--- src/jci_pkg.sv ---
// Shared types and constants for the JPEG comment inserter.
package jci_pkg;

	localparam logic [7:0] MK_FILL = 8'hff;
	localparam logic [7:0] MK_SOI  = 8'hd8;
	localparam logic [7:0] MK_EOI  = 8'hd9;
	localparam logic [7:0] MK_COM  = 8'hfe;
	localparam logic [7:0] MK_DHT  = 8'hc4;
	localparam logic [7:0] MK_JPG  = 8'hc8;
	localparam logic [7:0] MK_DAC  = 8'hcc;

	// source of the next output byte
	typedef enum logic [2:0] {
		SEL_IN,
		SEL_FF,
		SEL_FE,
		SEL_LH,
		SEL_LL,
		SEL_COM,
		SEL_BYTE
	} out_sel_t;

	typedef struct packed {
		logic     out_load;
		out_sel_t out_sel;
		logic     out_final;
		logic     out_image_end;
		logic     wr_comment;
		logic     latch_in;
		logic     load_len_hi;
		logic     load_skip;
		logic     dec_skip;
		logic     clr_parse;
		logic     clr_count;
		logic     rd_run;
		logic     rd_next;
	} cmd_t;

	typedef struct packed {
		logic out_free;
		logic in_ff;
		logic in_d8;
		logic in_insert;
		logic len_gt2;
		logic skip_done;
		logic cnt_zero;
		logic cnt_full;
		logic rd_last;
		logic last_q;
	} sts_t;

	// frame-start (SOF0-3, 5-7, 9-11, 13-15) or end of image
	function automatic logic is_insert_marker(input logic [7:0] m);
		logic sof;
		sof = (m[7:4] == 4'hc) && (m != MK_DHT) && (m != MK_JPG) && (m != MK_DAC);
		return sof || (m == MK_EOI);
	endfunction

endpackage

--- src/jci_ram.sv ---
// Generic single-port-write, single-port-read RAM with registered read.
module jci_ram #(
	parameter int WIDTH = 8,
	parameter int DEPTH = 58,
	localparam int AW = (DEPTH > 1) ? $clog2(DEPTH) : 1
) (
	input  logic             clk,
	input  logic             we,
	input  logic [AW-1:0]    waddr,
	input  logic [WIDTH-1:0] wdata,
	input  logic [AW-1:0]    raddr,
	output logic [WIDTH-1:0] rdata
);

	logic [WIDTH-1:0] mem_q [DEPTH];

	always_ff @(posedge clk) begin
		if (we) begin
			mem_q[waddr] <= wdata;
		end
		rdata <= mem_q[raddr];
	end

endmodule

--- src/jci_dpath.sv ---
// Datapath: comment store, length/skip counters, input latch and output register.
module jci_dpath #(
	parameter int COMMENT_MAX = 58,
	localparam int AW = (COMMENT_MAX > 1) ? $clog2(COMMENT_MAX) : 1,
	localparam int CW = $clog2(COMMENT_MAX + 1)
) (
	input  logic          clk,
	input  logic          arst_n,
	input  jci_pkg::cmd_t cmd,
	output jci_pkg::sts_t sts,
	input  logic [7:0]    data_in,
	input  logic          image_last,
	output logic          res_valid,
	input  logic          res_stall,
	output logic [7:0]    data_out,
	output logic          image_end,
	output logic          run_end
);

	logic [CW-1:0] cnt_q;
	logic [AW-1:0] ridx_q;
	logic [AW-1:0] ridx_d;
	logic [7:0]    rdata;
	logic [7:0]    len_hi_q;
	logic [15:0]   skip_q;
	logic [15:0]   seg_len;
	logic [15:0]   com_len;
	logic [7:0]    byte_q;
	logic          last_q;
	logic          valid_q;
	logic [7:0]    out_byte;

	jci_ram #(
		.WIDTH(8),
		.DEPTH(COMMENT_MAX)
	) u_store (
		.clk  (clk),
		.we   (cmd.wr_comment),
		.waddr(cnt_q[AW-1:0]),
		.wdata(data_in),
		.raddr(ridx_d),
		.rdata(rdata)
	);

	// read address runs one ahead so rdata matches ridx_q
	always_comb begin
		if (!cmd.rd_run) begin
			ridx_d = '0;
		end else if (cmd.rd_next) begin
			ridx_d = ridx_q + AW'(1);
		end else begin
			ridx_d = ridx_q;
		end
	end

	assign seg_len = {len_hi_q, data_in};
	assign com_len = 16'(cnt_q) + 16'd2;

	always_comb begin
		case (cmd.out_sel)
			jci_pkg::SEL_IN:   out_byte = data_in;
			jci_pkg::SEL_FF:   out_byte = jci_pkg::MK_FILL;
			jci_pkg::SEL_FE:   out_byte = jci_pkg::MK_COM;
			jci_pkg::SEL_LH:   out_byte = com_len[15:8];
			jci_pkg::SEL_LL:   out_byte = com_len[7:0];
			jci_pkg::SEL_COM:  out_byte = rdata;
			jci_pkg::SEL_BYTE: out_byte = byte_q;
			default:           out_byte = byte_q;
		endcase
	end

	always_ff @(posedge clk or negedge arst_n) begin
		if (!arst_n) begin
			cnt_q    <= '0;
			ridx_q   <= '0;
			len_hi_q <= '0;
			skip_q   <= '0;
			last_q   <= 1'b0;
			valid_q  <= 1'b0;
		end else begin
			ridx_q <= ridx_d;
			if (cmd.clr_count) begin
				cnt_q <= '0;
			end else if (cmd.wr_comment) begin
				cnt_q <= cnt_q + CW'(1);
			end
			if (cmd.clr_parse) begin
				len_hi_q <= '0;
				skip_q   <= '0;
			end else begin
				if (cmd.load_len_hi) begin
					len_hi_q <= data_in;
				end
				if (cmd.load_skip) begin
					skip_q <= seg_len - 16'd2;
				end else if (cmd.dec_skip && skip_q != 16'd0) begin
					skip_q <= skip_q - 16'd1;
				end
			end
			if (cmd.latch_in) begin
				last_q <= image_last;
			end
			if (cmd.out_load) begin
				valid_q <= 1'b1;
			end else if (!res_stall) begin
				valid_q <= 1'b0;
			end
		end
	end

	always_ff @(posedge clk) begin
		if (cmd.latch_in) begin
			byte_q <= data_in;
		end
		if (cmd.out_load) begin
			data_out  <= out_byte;
			image_end <= cmd.out_image_end;
			run_end   <= cmd.out_final;
		end
	end

	assign res_valid = valid_q;

	always_comb begin
		sts.out_free  = !valid_q || !res_stall;
		sts.in_ff     = (data_in == jci_pkg::MK_FILL);
		sts.in_d8     = (data_in == jci_pkg::MK_SOI);
		sts.in_insert = jci_pkg::is_insert_marker(data_in);
		sts.len_gt2   = (seg_len > 16'd2);
		sts.skip_done = (skip_q <= 16'd1);
		sts.cnt_zero  = (cnt_q == '0);
		sts.cnt_full  = (cnt_q == CW'(COMMENT_MAX));
		sts.rd_last   = ((CW'(ridx_q) + CW'(1)) == cnt_q);
		sts.last_q    = last_q;
	end

	a_load_free: assert property (@(posedge clk) disable iff (!arst_n)
		cmd.out_load |-> sts.out_free)
		else $error("output register overwritten while stalled");

	a_cnt_range: assert property (@(posedge clk) disable iff (!arst_n)
		cnt_q <= CW'(COMMENT_MAX))
		else $error("comment count beyond store size");

	a_read_range: assert property (@(posedge clk) disable iff (!arst_n)
		cmd.rd_run |-> (CW'(ridx_q) < cnt_q))
		else $error("comment read past stored bytes");

endmodule

--- src/jci_ctrl.sv ---
// Controller: marker parser state and insertion sequencer.
module jci_ctrl (
	input  logic          clk,
	input  logic          arst_n,
	input  logic          req_valid,
	output logic          req_stall,
	input  logic          req_type,
	input  logic          image_last,
	input  jci_pkg::sts_t sts,
	output jci_pkg::cmd_t cmd
);

	typedef enum logic [2:0] {
		ST_IDLE,
		ST_FE,
		ST_LH,
		ST_LL,
		ST_COM,
		ST_MFF,
		ST_MB,
		ST_TAIL
	} state_t;

	typedef enum logic [2:0] {
		PH_SOI0,
		PH_SOI1,
		PH_SEEK,
		PH_LENH,
		PH_LENL,
		PH_SKIP,
		PH_PASS
	} phase_t;

	state_t st_q, st_d;
	phase_t phase_q, phase_d;
	logic   held_q, held_d;
	logic   acc;

	assign req_stall = !((st_q == ST_IDLE) && sts.out_free);
	assign acc       = req_valid && !req_stall;

	always_comb begin
		st_d    = st_q;
		phase_d = phase_q;
		held_d  = held_q;
		cmd     = '0;
		cmd.out_sel = jci_pkg::SEL_IN;

		case (st_q)
			ST_IDLE: begin
				if (acc && !req_type) begin
					cmd.wr_comment = !sts.cnt_full;
				end else if (acc) begin
					cmd.latch_in      = 1'b1;
					cmd.out_load      = 1'b1;
					cmd.out_final     = 1'b1;
					case (phase_q)
						PH_SOI0: phase_d = sts.in_ff ? PH_SOI1 : PH_PASS;
						PH_SOI1: phase_d = sts.in_d8 ? PH_SEEK : PH_PASS;
						PH_LENH: begin
							cmd.load_len_hi = 1'b1;
							phase_d = PH_LENL;
						end
						PH_LENL: begin
							if (sts.len_gt2) begin
								cmd.load_skip = 1'b1;
								phase_d = PH_SKIP;
							end else begin
								phase_d = PH_SEEK;
							end
						end
						PH_SKIP: begin
							cmd.dec_skip = 1'b1;
							if (sts.skip_done) begin
								phase_d = PH_SEEK;
							end
						end
						PH_SEEK: begin
							if (sts.in_ff && !held_q) begin
								// hold the FF; only a last byte releases it now
								held_d        = 1'b1;
								cmd.out_load  = image_last;
								cmd.out_sel   = jci_pkg::SEL_FF;
							end else if (sts.in_ff) begin
								cmd.out_sel   = jci_pkg::SEL_FF;
								cmd.out_final = !image_last;
								if (image_last) begin
									st_d = ST_TAIL;
								end
							end else if (held_q) begin
								held_d        = 1'b0;
								cmd.out_sel   = jci_pkg::SEL_FF;
								cmd.out_final = 1'b0;
								if (sts.in_insert) begin
									phase_d = PH_PASS;
									st_d = sts.cnt_zero ? ST_MB : ST_FE;
								end else begin
									phase_d = PH_LENH;
									st_d = ST_MB;
								end
							end
						end
						default: ;
					endcase
					cmd.out_image_end = image_last && cmd.out_final;
					cmd.clr_count     = image_last && cmd.out_final;
					if (image_last) begin
						phase_d       = PH_SOI0;
						held_d        = 1'b0;
						cmd.clr_parse = 1'b1;
					end
				end
			end
			ST_FE: begin
				cmd.out_sel  = jci_pkg::SEL_FE;
				cmd.out_load = sts.out_free;
				if (sts.out_free) st_d = ST_LH;
			end
			ST_LH: begin
				cmd.out_sel  = jci_pkg::SEL_LH;
				cmd.out_load = sts.out_free;
				if (sts.out_free) st_d = ST_LL;
			end
			ST_LL: begin
				cmd.out_sel  = jci_pkg::SEL_LL;
				cmd.out_load = sts.out_free;
				if (sts.out_free) st_d = ST_COM;
			end
			ST_COM: begin
				cmd.out_sel  = jci_pkg::SEL_COM;
				cmd.out_load = sts.out_free;
				cmd.rd_run   = !(sts.out_free && sts.rd_last);
				cmd.rd_next  = sts.out_free && !sts.rd_last;
				if (sts.out_free && sts.rd_last) st_d = ST_MFF;
			end
			ST_MFF: begin
				cmd.out_sel  = jci_pkg::SEL_FF;
				cmd.out_load = sts.out_free;
				if (sts.out_free) st_d = ST_MB;
			end
			ST_MB, ST_TAIL: begin
				cmd.out_sel       = (st_q == ST_MB) ? jci_pkg::SEL_BYTE : jci_pkg::SEL_FF;
				cmd.out_load      = sts.out_free;
				cmd.out_final     = 1'b1;
				cmd.out_image_end = sts.last_q;
				cmd.clr_count     = sts.out_free && sts.last_q;
				if (sts.out_free) st_d = ST_IDLE;
			end
			default: st_d = ST_IDLE;
		endcase
	end

	always_ff @(posedge clk or negedge arst_n) begin
		if (!arst_n) begin
			st_q    <= ST_IDLE;
			phase_q <= PH_SOI0;
			held_q  <= 1'b0;
		end else begin
			st_q    <= st_d;
			phase_q <= phase_d;
			held_q  <= held_d;
		end
	end

	a_held_seek: assert property (@(posedge clk) disable iff (!arst_n)
		held_q |-> phase_q == PH_SEEK)
		else $error("FF held outside marker search");

	a_com_nonempty: assert property (@(posedge clk) disable iff (!arst_n)
		(st_q == ST_COM) |-> !sts.cnt_zero)
		else $error("comment readout with empty store");

	a_seq_after_insert: assert property (@(posedge clk) disable iff (!arst_n)
		(st_q == ST_LL && sts.out_free) |=> st_q == ST_COM)
		else $error("length bytes not followed by comment bytes");

endmodule

--- src/jpeg_comment_inserter.sv ---
// Top level: JPEG byte stream pass-through with COM segment insertion.
//
//  channel  direction  handshake             payload
//  req      in         req_valid/req_stall   req_type, data_in, image_last
//  res      out        res_valid/res_stall   data_out, image_end, run_end
//
// Plain pass-through runs one byte per cycle while res does not stall;
// comment bytes are taken at the same rate and stored until the store is full.
// At the insertion point, with a non-empty store, the sequencer emits FF FE,
// two length bytes, the N stored bytes, FF and the marker, with req_stall high
// until the marker byte is loaded into the output register.
// arst_n clears the parser and comment count at once; no clearing pass.
// A stall on res holds the output register and, through it, the input.
module jpeg_comment_inserter #(
	parameter int COMMENT_MAX = 58
) (
	input  logic       clk,
	input  logic       arst_n,
	input  logic       req_valid,
	output logic       req_stall,
	input  logic       req_type,
	input  logic [7:0] data_in,
	input  logic       image_last,
	output logic       res_valid,
	input  logic       res_stall,
	output logic [7:0] data_out,
	output logic       image_end,
	output logic       run_end
);

	jci_pkg::cmd_t cmd;
	jci_pkg::sts_t sts;

	jci_ctrl u_ctrl (
		.clk       (clk),
		.arst_n    (arst_n),
		.req_valid (req_valid),
		.req_stall (req_stall),
		.req_type  (req_type),
		.image_last(image_last),
		.sts       (sts),
		.cmd       (cmd)
	);

	jci_dpath #(
		.COMMENT_MAX(COMMENT_MAX)
	) u_dpath (
		.clk       (clk),
		.arst_n    (arst_n),
		.cmd       (cmd),
		.sts       (sts),
		.data_in   (data_in),
		.image_last(image_last),
		.res_valid (res_valid),
		.res_stall (res_stall),
		.data_out  (data_out),
		.image_end (image_end),
		.run_end   (run_end)
	);

endmodule
--- config.mk ---
export PLATFORM = sky130hd
export DESIGN_NAME = jpeg_comment_inserter
export DESIGN_NICKNAME = d
export VERILOG_FILES = /design/src/jci_pkg.sv /design/src/jci_ram.sv /design/src/jci_dpath.sv /design/src/jci_ctrl.sv /design/src/jpeg_comment_inserter.sv
export SDC_FILE = /design/constraint.sdc
export NUM_CORES = 1
export LEC_CHECK = 0
export BUFFER_PORTS_ARGS = -buffer_cell sky130_fd_sc_hd__buf_2
export CORE_MARGIN = 2
export CORE_UTILIZATION = 35
export CTS_CLUSTER_SIZE = 16
export DETAILED_ROUTE_END_ITERATION = 12
export SETUP_SLACK_MARGIN = 0.1
export SYNTH_ARGS = -nofsm -noshare
export SYNTH_HDL_FRONTEND = slang
export SYNTH_SLANG_ARGS = --single-unit
--- constraint.sdc ---
create_clock -name clk -period 10.1 [get_ports clk]
set_clock_uncertainty 0.15 [all_clocks]
set_input_delay 0 -clock clk [delete_from_list [all_inputs] [get_ports clk]]
set_output_delay 0 -clock clk [all_outputs]
set_load 0.03 [all_outputs]
==> flow_summary.json, run 1 <==
{
  "maxCapViolCount": 0,
  "via_per_inst": 6.186,
  "clk_pin_slew_worst_paths_ns": 0.06,
  "rows": 99,
  "synthDistinctLibCells": 81,
  "drive_gt1_frac": 0.09160,
  "powerDensity_nw_per_um2": 242.8,
  "synth_seq_cells": 535,
  "start_kind": "flip-flop",
  "synth_top_area_frac": 0.5605,
  "worst_slew_pin_slew_ns": 1.193,
  "wl_mm": 80.45,
  "relSlewSlack": 0.2047,
  "p_leak_nw": 9.152,
  "final_nets": 2227,
  "end_kind": "flip-flop",
  "worstPathArrival_ns": 6.37,
  "synthFlopType": "edfxtp_1",
  "post-route-period-util": 0.5950,
  "crit_top_cell": "buf_4",
  "ir_worst_vdd_v": 0.0002227,
  "fp.dieH_um": 275.6,
  "critPathSlowestCell": "dfrtp_4",
  "grt_pass1_wl_mm": 119.9,
  "setup_viol": 0,
  "hold_viol_final": 0,
  "crit_type": "reg2reg",
  "grt_max_degree": 125,
  "synth.avg_cell_area_sq_um": 11.42,
  "cts_hold_buf": 14,
  "critPathRequiredTime_ns": 10.46,
  "synth.most_common_cell": "edfxtp_1",
  "power.total_mw": 6.965,
  "finalMaxSlewViolations": 0,
  "syn2layout_area_growth_pct": 11.09,
  "post-route-util": 0.3932,
  "grt_pass1_vias": 18657,
  "outcome": "complete, no violations",
  "min_path_type": "in2async",
  "yosysTopAreaCell": "edfxtp_1",
  "die-area_sq_um": 75970,
  "track_usage": 0.2089,
  "gp_congestion": 0.8990,
  "cts_resized": 0,
  "ctsRootBufferMaster": "clkbuf_16",
  "slowest_delay_ns": 0.88,
  "syn_nets": 2286,
  "placedInstanceArea_sq_um": 26620,
  "fmaxAchievable_ghz": 0.1664,
  "n_antenna_cell": 0,
  "critPathMaxFanout": 79,
  "setup_tns_ns": 0,
  "numCtsBuffers": 56,
  "cts_setup_buffers": 0,
  "synth.area.top_cells": "edfxtp_1, dfrtp_1, o22ai_1",
  "wl_per_cell_um": 25.08,
  "drc": 0,
  "drtPass1Iterations": 7,
  "port_buffers": 25,
  "vias": 19845,
  "synth_cells": 2261,
  "synth_area_sq_um": 25820,
  "dp_hpwl_mm": 48.35,
  "whs_ns": 0.01686,
  "synth.top_cells.by_count": "edfxtp_1, nor2_1, o22ai_1, nor3_1, nand2_1",
  "fp.dieW_um": 275.6,
  "r2r_cells": 11,
  "io_pins": 26,
  "coreArea_sq_um": 72960,
  "rsz0062_at_grt": "false",
  "period_needed_ns": 6.010,
  "clock_path_buffers": 3,
  "initial_utilization": 0.3539,
  "ys_warn_count": 0,
  "finalInstanceArea_sq_um": 28690,
  "first_iter_violations": 2630,
  "cts_num_sinks": 535,
  "overflow": 0,
  "path_cells": "buf_4, nand3_1, xnor2_1, o211ai_4, o2111ai_4, and2_4, buf_4, nor3_1, o32ai_1, o22ai_1, a221o_1",
  "clk_latency_ns": 0.63,
  "synth-seq-area-share": 0.6103,
  "synth-async-reset-ratio": 0.08411,
  "tritoncts": "done",
  "antenna_found_initial": 3,
  "cts_htree_levels": 2,
  "ant_nets": 0,
  "synth_edf_count": 482
}
-- placed cells by master (no fill, tap or decap), drive strengths merged, types with 8 or more instances in the layout --
cell         count
dlygate4sd3     14
nand2b          28
nor4            15
or3             20
clkinv          21
nor2           238
nor3           151
xnor2           17
edfxtp         482
a211o           30
dfrtp           45
a221o            8
o311ai           9
buf             58
nand3           38
nand2          148
ha              11
inv             23
dfxtp            8
a21o            11
mux2i           47
o211ai          57
xor2            12
clkbuf          74
o31ai           28
a222oi          12
o21ai          143
a31oi           27
mux2            30
o31a            12
a22oi           14
a211oi          44
o22ai          171
a21oi           95
o32ai           12
-- cell type report --
type / instances / area (sq um)
Clock buffer: 74 / 1540
Clock inverter: 31 / 382.9
Fill cell: 6847 / 44270
Inverter: 24 / 90.09
Multi-Input combinational cell: 1513 / 9185
Sequential cell: 535 / 15760
Tap cell: 959 / 1200
Timing Repair Buffer: 72 / 525.5
-- final timing paths --
check / to / start / slack, ns
min in group clk: u_dpath.u_store.mem_q[39][0]$_DFFE_PP_ / data_in[0] / 0.03
max in group asynchronous: u_dpath.ridx_q[0]$_DFF_PN0_ / arst_n / 8.91
worst min register to register: u_dpath.last_q$_DFFE_PN0P_ / u_dpath.last_q$_DFFE_PN0P_ / 0.34
worst min-delay path: u_dpath.skip_q[1]$_DFFE_PN0P_ / arst_n / 0.02
worst max register to register: u_dpath.u_store.rdata[1]$_DFF_P_ / u_dpath.ridx_q[0]$_DFF_PN0_ / 4.09
worst max-delay path: u_dpath.u_store.rdata[1]$_DFF_P_ / u_dpath.ridx_q[0]$_DFF_PN0_ / 4.09
-- worst max-delay path: cells and delay by family, from the launching register on --
kind | cells | cell delay (ns)
compound gates | 5 | 1.93
buf+inv | 2 | 1.43
simple gates | 3 | 0.92
flops | 1 | 0.88
xor+xnor | 1 | 0.48
-- layer usage --
metal  wire (um)  up-vias  track usage
li1            -     8704            -
met5          10        -            0
met4        3597        2      0.09147
met2       36120     1088       0.3230
met1       33540     9848       0.2919
met3        7178      203      0.03114
-- sequential cells by signal, summed over array words and instances (netlist names), 3 cells and up --
register and flops:
u_dpath.byte_q 8, u_dpath.ridx_q 6, u_ctrl.st_q 3, u_dpath.skip_q 16
u_dpath.cnt_q 6, u_dpath.len_hi_q 8, u_dpath.u_store.rdata 8, u_ctrl.phase_q 3
u_dpath.data_out 8, u_dpath.u_store.mem_q 464
-- cell families after synthesis --
kind of cell	share of synthesized area
AOI/OAI and AO/OA	0.1859
and+or+nand+nor	0.1211
DFF	0.6103
buffers and inverters	0.03571
muxes	0.03130
xor gates and xnor gates	0.01042
adders and majority gates	0.005330
-- per-stage QoR --
stage	instances	setup WS, ns
floorplan	2261	6.741
global placement	3089	4.442
detailed placement	3089	4.305
CTS	3208	4.251
global route	3208	3.829
finish	3208	4.090
-- where the power goes --
group	switching (mW)	internal, mW	total, mW
Sequential	0.165	2.53	2.70
Combinational	1.46	0.650	2.11
Clock	0.900	1.26	2.16
(Power assumes the default switching activity.)
==> run 2: changes to the inputs <==
- clock period: 10.1 -> 5.9 ns (I/O delays scaled with it)
==> run 2 against run 1 <==
Design area up 0.34%. Sequential power up 70%. Sequential cell count unchanged. Setup slack worse by 3.3 ns. Clock power up 63%. Register-to-register slack worse by 3.3 ns. Clock-buffer cell count up 2. Critical endpoint is now u_dpath.u_store.rdata[3]$_DFF_P_.
==> flow_summary.json, run 2 (synthesis results as in run 1) <==
{
  "drive_gt1_frac": 0.09807,
  "finalMaxSlewViolations": 0,
  "cts_num_sinks": 535,
  "fp.dieH_um": 275.6,
  "end_kind": "flip-flop",
  "worst_slew_pin_slew_ns": 1.190,
  "ant_nets": 0,
  "cts_htree_levels": 2,
  "grt_pass1_wl_mm": 120.6,
  "clk_latency_ns": 0.65,
  "port_buffers": 25,
  "io_pins": 26,
  "drc": 0,
  "via_per_inst": 6.124,
  "fp.dieW_um": 275.6,
  "antenna_found_initial": 1,
  "ctsRootBufferMaster": "clkbuf_16",
  "clock_path_buffers": 3,
  "critPathSlowestCell": "buf_4",
  "largest_reg_flops": 464,
  "first_iter_violations": 2568,
  "critPathMaxFanout": 84,
  "numCtsBuffers": 57,
  "post-route-period-util": 0.8686,
  "fillers": 6836,
  "grt_max_degree": 94,
  "rsz0062_at_grt": "false",
  "fmaxAchievable_ghz": 0.1951,
  "overflow": 0,
  "vias": 19798,
  "outcome": "complete, no violations",
  "relSlewSlack": 0.2049,
  "final_cell_mix": "edfxtp_1, nor2_1, o22ai_1",
  "whs_ns": 0.1950,
  "reg_top3": "u_dpath.u_store.mem_q x464, u_dpath.skip_q x16",
  "slowest_delay_ns": 0.75,
  "critPathRequiredTime_ns": 6.26,
  "wl_mm": 80.95,
  "largest-register": "u_dpath.u_store.mem_q",
  "final_common_cell": "edfxtp_1",
  "maxCapViolCount": 0,
  "die-area_sq_um": 75970,
  "multi_input_area_sq_um": 9185,
  "setup_viol": 0,
  "start_kind": "flip-flop",
  "path_cells": "ha_1, xor2_1, nor2_1, o211ai_4, o2111ai_4, and2_4, buf_4, nor3_1, o32ai_1, o22ai_1, a221o_1",
  "period_needed_ns": 5.125,
  "rows": 99,
  "dp_hpwl_mm": 49.83,
  "ir_worst_vdd_v": 0.0002250,
  "syn2layout_area_growth_pct": 11.47,
  "track_usage": 0.2094,
  "coreArea_sq_um": 72960,
  "tritoncts": "done",
  "p_leak_nw": 9.226,
  "setup_tns_ns": 0,
  "gp_congestion": 0.9339,
  "post-route-util": 0.3945,
  "grt_pass1_vias": 18723,
  "n_antenna_cell": 0,
  "cts_setup_buffers": 0,
  "wl_per_cell_um": 25.04,
  "crit_type": "reg2reg",
  "initial_utilization": 0.3539,
  "clk_pin_slew_worst_paths_ns": 0.06,
  "final-seq-area_sq_um": 15760,
  "min_path_type": "in2reg",
  "worstPathArrival_ns": 5.48,
  "hold_viol_final": 0,
  "powerDensity_nw_per_um2": 410.0,
  "drtPass1Iterations": 8,
  "final_nets": 2251
}
==> run 2: changes by cell type in the layout (fill, tap and decap cells not counted) <==
cell / before / now
clkbuf_1: 12 / 14
buf_12: 1 / 2
buf_4: 32 / 51
clkinv_4: 3 / 1
inv_6: 1 / 0
clkinv_1: 9 / 12
clkinvlp_4: 4 / 3
clkinv_2: 7 / 11
dlygate4sd3_1: 14 / 17
inv_16: 0 / 1
bufinv_16: 7 / 3
==> run 2: critical path, delay by kind of cell (launching register included) <==
family,cells,cell delay (ns)
xor+xnor,1,0.17
buf+inv,1,0.75
flops,1,0.63
simple gates,3,0.78
compound gates,5,1.95
fa+ha+maj,1,0.46
==> run 2: metal layers <==
metal	global-route usage	wire length [um]
met1	0.2996	35050
met2	0.3240	36770
met3	0.03636	6830
met4	0.06486	2295
met5	0	0
==> run 2: path summary, 6_finish.rpt <==
path	slack, ns	cells past startpoint	startpoint	to
min in group asynchronous	0.36	3	arst_n	u_dpath.len_hi_q[4]$_DFFE_PN0P_
hold / removal	0.20	4	image_last	u_dpath.res_valid$_DFFE_PN0P_
setup reg to reg	0.78	11	u_dpath.ridx_q[0]$_DFF_PN0_	u_dpath.u_store.rdata[3]$_DFF_P_
max in group asynchronous	3.48	4	arst_n	u_dpath.skip_q[1]$_DFFE_PN0P_
setup / recovery	0.78	11	u_dpath.ridx_q[0]$_DFF_PN0_	u_dpath.u_store.rdata[3]$_DFF_P_
hold reg to reg	0.34	1	u_dpath.last_q$_DFFE_PN0P_	u_dpath.last_q$_DFFE_PN0P_
==> run 2: where the power goes <==
part | internal [mW] | switching, mW
Clock | 1.98 | 1.53
Sequential | 4.34 | 0.260
Combinational | 1.16 | 2.54
==> run 2: layout make-up <==
class	count	area share
multi-input combinational	1513	0.3191
clock buffer	76	0.05377
timing repair buffer	95	0.02495
tap	959	0.04168
inverter	24	0.003130
clock inverter	31	0.009737
sequential	535	0.5476
==> run 2: repair_timing <==
| action | in CTS | in global routing |
|---|---|---|
| hold buffers | 17 | 0 |
| gates resized for setup | 0 | 0 |
| endpoints found under the hold margin | 198 | 0 |
==> run 2: stage by stage <==
step | area, sq um | cells | setup WS (ns) | power (mW)
3_3_place_gp | 26790 | 3109 | 0.9878 | 8.245
4_1_cts | 28790 | 3233 | 0.9413 | 11.81
2_1_floorplan | 25820 | 2261 | 2.541 | 7.104
6_report | 28790 | 3233 | 0.7753 | 11.80
5_1_grt | 28790 | 3233 | 0.6442 | 12.30
3_5_place_dp | 26790 | 3109 | 0.9536 | 8.302
==> run 3: changes to the inputs <==
- CTS_BUF_LIST: unset -> sky130_fd_sc_hd__clkbuf_4
- clock period: 5.9 -> 5.4 ns (I/O delays scaled with it)
==> run 3 against run 2 <==
Clock power is 5% higher. Critical path depth is 2 higher. Die area stayed put. Power is 8.8% higher. Cell count is 5.7% higher. First-iteration DRC count is 3.2% lower. Sequential share of layout area is 0.65 points lower. Clock-buffer cell count is 130 higher. Setup slack worse by 0.39 ns. Hold slack worse by 0.10 ns. Wire length is 2.3% higher. Sequential cell count stayed put. Critical path type unchanged. Largest power group unchanged.
==> flow_summary.json, run 3 (synthesis results as in run 1) <==
{
  "setup_viol": 0,
  "critPathMaxFanout": 36,
  "min_path_type": "in2reg",
  "rows": 99,
  "grt_pass1_wl_mm": 123.9,
  "outcome": "complete, no violations",
  "start_kind": "flip-flop",
  "cts_num_sinks": 535,
  "p_leak_nw": 9.575,
  "io_pins": 26,
  "critPathRequiredTime_ns": 6.14,
  "finalMaxSlewViolations": 0,
  "crit_type": "reg2reg",
  "hold_path_depth": 2,
  "numCtsBuffers": 146,
  "port_buffers": 25,
  "drtPass1Iterations": 9,
  "largest_reg_flops": 464,
  "combPwrFrac": 0.325,
  "drc": 0,
  "initial_utilization": 0.3539,
  "largest-register": "u_dpath.u_store.mem_q",
  "vias": 20486,
  "pwr-share-seq": 0.387,
  "maxCapViolCount": 0,
  "post-route-period-util": 0.9279,
  "ctsRootBufferMaster": "clkbuf_4",
  "ant_nets": 0,
  "tritoncts": "done",
  "drive_gt1_frac": 0.1523,
  "clock_path_buffers": 3,
  "dp_hpwl_mm": 50.92,
  "cts_resized": 0,
  "reg_top3": "u_dpath.u_store.mem_q x464, u_dpath.skip_q x16",
  "final_nets": 2366,
  "cts_htree_levels": 4,
  "clk_latency_ns": 1.01,
  "end_kind": "flip-flop",
  "period_needed_ns": 5.011,
  "antenna_found_initial": 4,
  "via_per_inst": 5.995,
  "wl_per_cell_um": 24.24,
  "powerDensity_nw_per_um2": 440.9,
  "clockPowerShare": 0.288,
  "setup_tns_ns": 0,
  "fp.dieH_um": 275.6,
  "fmaxAchievable_ghz": 0.1996,
  "ir_worst_vdd_v": 0.0004695,
  "hold_viol_final": 0,
  "grt_max_degree": 98,
  "track_usage": 0.2180,
  "final_cell_mix": "edfxtp_1, nor2_1, clkbuf_4",
  "syn2layout_area_growth_pct": 12.80,
  "p_sw_mw": 4.846,
  "fp.dieW_um": 275.6,
  "grt_pass1_vias": 19674,
  "gp_congestion": 0.9589,
  "relSlewSlack": 0.2347,
  "die-area_sq_um": 75970,
  "worst_slew_pin_slew_ns": 1.144,
  "power.total_mw": 12.84,
  "power.internal_mw": 7.998,
  "first_iter_violations": 2487,
  "switching_share": 0.3773,
  "worstPathArrival_ns": 5.75,
  "coreArea_sq_um": 72960,
  "r2r_cells": 13,
  "rsz0062_at_grt": "false",
  "final_common_cell": "edfxtp_1",
  "clk_pin_slew_worst_paths_ns": 0.07,
  "overflow": 0,
  "wl_mm": 82.84
}
run 3: cell count changes in the layout (fill, tap and decap cells not counted), sizes merged, moves of 4 or more:
| cell | before | now |
|---|---|---|
| buf | 78 | 84 |
| clkinv | 26 | 41 |
| dlygate4sd3 | 17 | 37 |
| clkbuf | 76 | 206 |
| inv | 23 | 27 |
| diode | 0 | 9 |
run 3: cell type report:
cell class | count | area, sq um
Tap cell | 959 | 1200
Clock buffer | 206 | 1546
Clock inverter | 50 | 312.8
Inverter | 24 | 90.09
Fill cell | 6865 | 43830
Sequential cell | 535 | 15760
Antenna cell | 9 | 22.52
Timing Repair Buffer | 121 | 1008
Multi-Input combinational cell | 1513 | 9185
run 3: what timing repair did:
action	4_1_cts	5_1_grt
buffers inserted	0	0
hold buffers	39	0
hold endpoints to repair	698	0
run 3: final timing paths:
check                                                  from  slack (ns)                                endpoint
max in group asynchronous                            arst_n        4.38             u_dpath.ridx_q[0]$_DFF_PN0_
worst max-delay path            u_dpath.ridx_q[0]$_DFF_PN0_        0.39        u_dpath.u_store.rdata[1]$_DFF_P_
worst max register to register  u_dpath.ridx_q[0]$_DFF_PN0_        0.39        u_dpath.u_store.rdata[1]$_DFF_P_
worst min register to register   u_dpath.last_q$_DFFE_PN0P_        0.34              u_dpath.last_q$_DFFE_PN0P_
worst min-delay path                             data_in[2]        0.09  u_dpath.u_store.mem_q[53][2]$_DFFE_PP_
min in group asynchronous                            arst_n        0.46           u_dpath.skip_q[1]$_DFFE_PN0P_
run 3: metrics by stage:
stage | std cells | hold WS, ns | util | instance area, sq um | worst slack [ns]
2_1_floorplan | 2261 | -0.4456 | - | 25820 | 2.041
3_3_place_gp | 3113 | 0.09095 | 0.3677 | 26830 | 0.5637
3_5_place_dp | 3113 | 0.09298 | 0.3677 | 26830 | 0.5466
4_1_cts | 3408 | 0.008238 | 0.3989 | 29110 | 0.5439
5_1_grt | 3416 | 0.05893 | 0.3992 | 29130 | 0.3232
6_report | 3417 | 0.09426 | 0.3993 | 29130 | 0.3894
run 3: critical path: stages (launching register included):
cell	delay, ns
dfrtp_4	0.51
ha_1	0.28
and3b_1	0.19
o221a_2	0.34
o211ai_4	0.44
o2111ai_4	0.14
buf_4	0.26
and2_4	0.28
inv_2	0.70
buf_4	0.37
o211ai_1	0.14
a21oi_1	0.43
o31ai_1	0.28
a221o_1	0.39
run 3: power groups by stage:
stage	registers (mW)	logic (mW)	clock network [mW]
finish	4.97	4.17	3.70
floorplan	5.02	2.74	0
detailed placement	5.05	4.05	0
CTS	4.96	4.11	3.78
global placement	5.05	3.99	0
global route	4.99	4.47	4.01
run 3: routing by layer:
metal,track usage,wire (um)
met5,0,0
met4,0.1132,3616
met3,0.05724,7536
met2,0.3328,37870
met1,0.2851,33810
